`src/rtl/sv39_page_table_map_and_walk_macros.svh`:
```
// Assertion macros used by the datapath of the Sv39 page-table engine.
// Depends on nothing; defining NO_ASSERTIONS turns every check into nothing.
`ifndef SV39_PAGE_TABLE_MAP_AND_WALK_MACROS_SVH
`define SV39_PAGE_TABLE_MAP_AND_WALK_MACROS_SVH

`ifndef NO_ASSERTIONS

// Implication check: whenever ante holds at an edge, cons holds at that edge.
`define SV39_ASSERT_IMP(lbl, clk, rst_n, ante, cons) \
	lbl: assert property (@(posedge clk) disable iff (!rst_n) (ante) |-> (cons)) \
		else $error("sv39 page table engine: implication check failed");

// Invariant check: expr holds at every edge outside reset.
`define SV39_ASSERT_ALWAYS(lbl, clk, rst_n, expr) \
	lbl: assert property (@(posedge clk) disable iff (!rst_n) (expr)) \
		else $error("sv39 page table engine: invariant check failed");

`else

`define SV39_ASSERT_IMP(lbl, clk, rst_n, ante, cons)

`define SV39_ASSERT_ALWAYS(lbl, clk, rst_n, expr)

`endif

`endif

```
`src/rtl/sv39_ptw_pkg.sv`:
```
// Package of the Sv39 page-table engine: sizes, word types, codes and the
// controller/datapath command and status structs. Depends on nothing.
`default_nettype none

package sv39_ptw_pkg;

	localparam int NUM_TABLES        = 64;
	localparam int ENTRIES_PER_TABLE = 512;
	localparam int VPN_W             = $clog2(ENTRIES_PER_TABLE);
	localparam int SLOT_W            = $clog2(NUM_TABLES);
	localparam int USED_W            = $clog2(NUM_TABLES + 1);
	localparam int ADDR_W            = SLOT_W + VPN_W;
	localparam int MEM_DEPTH         = NUM_TABLES * ENTRIES_PER_TABLE;
	localparam int PPN_W             = 44;
	localparam int ENT_W             = 54;
	localparam int VA_W              = 39;
	localparam int PA_W              = 56;
	localparam int FLAGS_W           = 8;

	typedef enum logic [1:0] {
		ST_OK   = 2'd0,
		ST_MISS = 2'd1,
		ST_FULL = 2'd2
	} status_t;

	typedef enum logic [1:0] {
		LVL0 = 2'd0,
		LVL1 = 2'd1,
		LVL2 = 2'd2
	} lvl_t;

	typedef enum logic {
		ACT_LOOKUP = 1'b0,
		ACT_MAP    = 1'b1
	} action_t;

	typedef struct packed {
		logic               action;
		logic [VA_W-1:0]    virt_addr;
		logic [PA_W-1:0]    phys_addr;
		logic [FLAGS_W-1:0] perm_flags;
	} req_t;

	typedef struct packed {
		status_t            status;
		logic [ENT_W-1:0]   entry;
	} rsp_t;

	// Write port source of the table store.
	typedef enum logic [1:0] {
		WR_NONE = 2'd0,
		WR_CLR  = 2'd1,
		WR_PTR  = 2'd2,
		WR_LEAF = 2'd3
	} wr_sel_t;

	// Source of the entry field of a result.
	typedef enum logic [1:0] {
		RES_ZERO  = 2'd0,
		RES_RDATA = 2'd1,
		RES_LEAF  = 2'd2
	} res_src_t;

	typedef struct packed {
		logic     load;     // latch the accepted word, reset the walk slot
		lvl_t     lvl;      // level whose entry is being checked
		logic     adv;      // descend: take the next slot, read the next level
		logic     alloc;    // take a fresh slot and link it
		wr_sel_t  wr_sel;
		logic     set_res;  // capture the pending result
		status_t  res_st;
		res_src_t res_src;
		logic     push;     // move the pending result into the output register
	} cmd_t;

	typedef struct packed {
		logic clr_last;  // last entry of the clearing pass is being written
		logic ent_v;     // V bit of the entry just read
		logic ptr_ok;    // that entry points at a slot already in use
		logic full;      // every slot is taken
		logic is_map;    // the word in progress is a map
		logic out_free;  // the output register can take a result this cycle
	} sts_t;

	function automatic logic [VPN_W-1:0] vpn_of(input logic [VA_W-1:0] va, input lvl_t lvl);
		logic [VPN_W-1:0] v;
		case (lvl)
			LVL2:    v = va[38:30];
			LVL1:    v = va[29:21];
			LVL0:    v = va[20:12];
			default: v = va[20:12];
		endcase
		return v;
	endfunction

endpackage

`default_nettype wire

```
`src/rtl/sv39_ptw_ctrl.sv`:
```
// Walk controller of the Sv39 page-table engine: one-hot state machine that
// sequences clearing, table reads, allocation and result hand-off. Uses sv39_ptw_pkg.
`default_nettype none

module sv39_ptw_ctrl (
	input  wire logic              clk,
	input  wire logic              arst_n,
	input  wire logic              in_valid,
	output logic                   in_ready,
	input  wire sv39_ptw_pkg::sts_t sts,
	output sv39_ptw_pkg::cmd_t     cmd
);

	typedef enum logic [6:0] {
		S_CLEAR = 7'b0000001,
		S_IDLE  = 7'b0000010,
		S_CHK2  = 7'b0000100,
		S_CHK1  = 7'b0001000,
		S_CHK0  = 7'b0010000,
		S_WR0   = 7'b0100000,
		S_DONE  = 7'b1000000
	} state_t;

	state_t state_q, state_d;

	always_ff @(posedge clk or negedge arst_n) begin
		if (!arst_n) begin
			state_q <= S_CLEAR;
		end else begin
			state_q <= state_d;
		end
	end

	always_comb begin
		state_d     = state_q;
		in_ready    = 1'b0;
		cmd         = '0;
		cmd.lvl     = sv39_ptw_pkg::LVL2;
		cmd.wr_sel  = sv39_ptw_pkg::WR_NONE;
		cmd.res_st  = sv39_ptw_pkg::ST_OK;
		cmd.res_src = sv39_ptw_pkg::RES_ZERO;
		case (state_q)
			S_CLEAR: begin
				cmd.wr_sel = sv39_ptw_pkg::WR_CLR;
				if (sts.clr_last) begin
					state_d = S_IDLE;
				end
			end
			S_IDLE: begin
				in_ready = 1'b1;
				if (in_valid) begin
					cmd.load = 1'b1;
					state_d  = S_CHK2;
				end
			end
			S_CHK2, S_CHK1: begin
				cmd.lvl = (state_q == S_CHK2) ? sv39_ptw_pkg::LVL2 : sv39_ptw_pkg::LVL1;
				if (sts.ent_v && !sts.ptr_ok) begin
					// A valid pointer to a slot that is not in use ends the walk.
					cmd.set_res = 1'b1;
					cmd.res_st  = sts.is_map ? sv39_ptw_pkg::ST_FULL : sv39_ptw_pkg::ST_MISS;
					state_d     = S_DONE;
				end else if (!sts.ent_v && !sts.is_map) begin
					cmd.set_res = 1'b1;
					cmd.res_st  = sv39_ptw_pkg::ST_MISS;
					state_d     = S_DONE;
				end else if (!sts.ent_v && sts.full) begin
					cmd.set_res = 1'b1;
					cmd.res_st  = sv39_ptw_pkg::ST_FULL;
					state_d     = S_DONE;
				end else begin
					cmd.adv = 1'b1;
					if (!sts.ent_v) begin
						cmd.alloc  = 1'b1;
						cmd.wr_sel = sv39_ptw_pkg::WR_PTR;
					end
					if (state_q == S_CHK2) begin
						state_d = S_CHK1;
					end else if (sts.is_map) begin
						state_d = S_WR0;
					end else begin
						state_d = S_CHK0;
					end
				end
			end
			S_CHK0: begin
				cmd.lvl     = sv39_ptw_pkg::LVL0;
				cmd.set_res = 1'b1;
				cmd.res_src = sv39_ptw_pkg::RES_RDATA;
				state_d     = S_DONE;
			end
			S_WR0: begin
				cmd.lvl     = sv39_ptw_pkg::LVL0;
				cmd.wr_sel  = sv39_ptw_pkg::WR_LEAF;
				cmd.set_res = 1'b1;
				cmd.res_src = sv39_ptw_pkg::RES_LEAF;
				state_d     = S_DONE;
			end
			S_DONE: begin
				if (sts.out_free) begin
					cmd.push = 1'b1;
					state_d  = S_IDLE;
				end
			end
			default: begin
				state_d = S_CLEAR;
			end
		endcase
	end

endmodule

`default_nettype wire

```
`config.mk`:
```
export PLATFORM = sky130hd
export DESIGN_NAME = sv39_ptw_ctrl
export DESIGN_NICKNAME = d
export VERILOG_FILES = /design/src/rtl/sv39_page_table_map_and_walk_macros.svh /design/src/rtl/sv39_ptw_pkg.sv /design/src/rtl/sv39_ptw_ctrl.sv
export SDC_FILE = /design/constraint.sdc
export NUM_CORES = 1
export LEC_CHECK = 0
export ABC_AREA = 1
export ABC_CLOCK_PERIOD_IN_PS = 1500
export BUFFER_PORTS_ARGS = -buffer_cell sky130_fd_sc_hd__buf_2
export CAP_MARGIN = 20
export CORE_MARGIN = 2
export CORE_UTILIZATION = 30
export CTS_CLUSTER_SIZE = 20
export DETAILED_ROUTE_END_ITERATION = 7
export PLACE_DENSITY_LB_ADDON = 0.1
export SLEW_MARGIN = 15
export SYNTH_ARGS = -nofsm -noshare
export SYNTH_HDL_FRONTEND = slang
export SYNTH_SLANG_ARGS = --single-unit
export TNS_END_PERCENT = 10
```
`constraint.sdc`:
```
create_clock -name clk -period 1.5 [get_ports clk]
set_input_delay 0.075 -clock clk [delete_from_list [all_inputs] [get_ports clk]]
set_output_delay 0.075 -clock clk [all_outputs]
set_load 0.1 [all_outputs]
```
==> key figures <==
Finish
  – Antenna diodes: 0
  – Max reg flops: 7
  – Final Net Count: 127
  – Fin area: 1070 µm²
  – Fill count: 154
  – Share of layout cells above drive strength 1: 0.538
  – Largest regs: state_q: 7 flops
  – Register with the most flip-flops: state_q
  – Synth-to-Final Area Change: 96.1%

Placed design
  – Dpl cell area: 958 µm²
  – DP Worst Slack: 0.0672 ns
  – Placer congestion estimate: 0.799
  – Port bufs: 22
  – DP Wirelength: 1.08 mm

GRT
  – Vias in the first global route: 575
  – First-pass GRT wire length: 2.23 mm
  – Gr usage total: 0.148
  – Largest net degree at the start of global routing: 8
  – Initial antenna violation count: 0
  – Total grt overflow: 0

Routing
  – Detail Route Antenna Nets: 0
  – Initial DRC count: 9
  – Vias per inst: 4.28
  – Routed WL: 1.32 mm
  – First drt pass iteration count: 3
  – Drt wl/cell: 9.30 µm
  – DRC Markers: 0
  – Total number of vias: 608

Power and ir drop
  – LEAKAGE: 0.000520 µW
  – Max IR drop VDD: 1.07 mV
  – Pwr Total: 1530 µW
  – PD cells: 1420 nW/µm²

Yosys
  – Syn Inst Count: 82
  – Seq/Total Area, Yosys: 0.322
  – Net Count, Synth: 91
  – YS warnings: 0
  – Avg Cell Area, Syn: 6.68 µm²
  – Mapped Area: 548 µm²
  – Unique masters post-synth: 19
  – Synthesized flop and latch total: 7

STA
  – Pins Over Slew Limit: 0
  – Actual slew at the worst max-slew pin: 0.364 ns
  – Max Freq: 0.606 GHz
  – Slew HR: 0.756
  – Setup violators final: 11
  – Ratio of final minimum period to clock period: 1.10
  – Hold Slack: 0.128 ns
  – Final worst slack: -0.149 ns
  – RSZ-0062 raised after global routing: yes
  – Skew final: 0.00112 ns
  – Final hold vios: 0
  – Minimum clock period: 1.65 ns

Worst setup path
  – Family with the most delay on the worst path: simple AND/OR/NAND/NOR gates
  – Crit path kind: reg -> out
  – Critical Path Sink Type: output pin
  – Data required, critical path: 1.42 ns
  – Slowest cell on the critical path: dfrtp_1
  – CP most frequent cell: nand2_4
  – Delay of the slowest critical-path stage: 0.38 ns
  – Critical Path AT: 1.57 ns
  – Worst Setup Start Kind: flop
  – Critical Path Fanout Max: 5
  – CP cell instances: inv_2, nand2_2, nor2_4, nand2_4, nand2_4, nand2_4, o21ai_4, buf_12
  – WP buf/inv: 2

Clock network
  – CTS H-tree depth: 1
  – Clk slew on worst S/H paths: 0.05 ns
  – Root Driver: clkbuf_4
  – CTS Sinks: 7
  – Clock Path Buffers: 2
  – TritonCTS Buffers: 3
  – CTS tree: built
  – Clock latency on the worst-skew pair: 0.25 ns

Outcome
  – Status: finished with violations
  – Failing checks: setup timing

Floorplan
  – Overall die width: 46.7 µm
  – Initial Util: 0.317
  – CORE AREA: 1730 µm²
  – Row cnt: 15
  – Die Y: 46.7 µm
  – Die area: 2180 µm²
  – Num ports: 23

Worst hold path
  – Hold Crit Class: in -> reg

Job
  – Maximum capacitance violations: 0
-- layout make-up --
cell class	count	area [µm²]	share of cell area
clock buffer	4	26.3	0.0244
inverter	13	48.8	0.0454
multi-input combinational	62	402	0.374
sequential	7	176	0.164
tap	25	31.3	0.0291
timing repair buffer	31	390	0.363
-- Yosys cell counts --
cell      number  area (µm²)
a21oi_1        2        10.0
and3_1         1        6.26
dfrtp_1        6         150
dfstp_2        1        26.3
inv_1         11        41.3
inv_2          2        7.51
nand2_1       20        75.1
nand2_2        3        18.8
nand2_4        4        45.0
nand3_1        3        15.0
nand3b_1       1        7.51
nor2_1        18        67.6
nor2_4         2        22.5
nor3_1         3        15.0
nor3b_2        1        12.5
o21ai_0        1        5.00
o21ai_1        1        5.00
o21ai_2        1        8.76
or2_4          1        8.76
-- cell families (layout without fill, tap and decap cells) --
logic type | count (synthesis) | after routing | synth area share
AO/OA/AOI/OAI | 5 | 5 | 0.0525
flip-flops | 7 | 7 | 0.322
AND/OR/NAND/NOR | 57 | 57 | 0.537
buffers and inverters | 13 | 48 | 0.0890
-- worst reg2reg max path, cell delays in order, from the launching register on --
cell and delay [ns]:
dfstp_2 0.53, inv_1 0.05, nand2_1 0.11, nor2_2 0.06
nand2_4 0.09, nand2_4 0.08, buf_4 0.13, nor2_1 0.08
nand2_1 0.06, nand2_1 0.06
-- metal layers --
layer	vias up	track usage	wire length [µm]
met4	0	0.128	43
met1	260	0.187	567
met3	6	0.0385	88
met5	-	0	0
met2	23	0.208	622
li1	319	-	-
-- placed cells by master, fill, tap and decap left out, types with 4 or more instances in the layout --
cell	count
buf_12	14
buf_2	8
buf_4	8
dfrtp_1	6
inv_1	10
nand2_1	17
nand2_2	4
nand2_4	6
nor2_1	11
nor2_2	6
-- metrics by stage --
stage           util  TNS, ns  std cells
2_1_floorplan      -    -3.27         82
3_3_place_gp   0.555        0        131
3_5_place_dp   0.555        0        131
4_1_cts        0.608    -1.26        141
5_1_grt        0.622    -2.12        142
6_report       0.622   -0.992        142
-- what timing repair did --
| item | CTS | global route |
|---|---|---|
| endpoints found under the hold margin | 7 | 0 |
| hold buffers | 1 | 0 |
| gates resized for setup | 5 | 5 |
| setup buffers | 5 | 1 |
| setup endpoints to repair | 11 | 13 |
| pin swaps | 3 | 5 |
-- path summary, 6_finish.rpt --
kind                       startpoint          to  slack [ns]  cells after the start
min in group asynchronous      arst_n  state_q[6]        0.18                      2
max in group asynchronous      arst_n  state_q[0]        1.09                      2
max                        state_q[6]      cmd[7]       -0.15                      8
min                          in_valid  state_q[1]        0.13                      4
min reg2reg                state_q[4]  state_q[6]        0.68                      3
max reg2reg                state_q[0]  state_q[0]        0.20                      9
-- where the power goes --
| group | switching, µW | internal [µW] |
|---|---|---|
| Clock | 66.2 | 101 |
| Combinational | 714 | 378 |
| Sequential | 29.3 | 242 |
| Total | 810 | 721 |
Note: power is estimated with default switching activity, not from simulation.
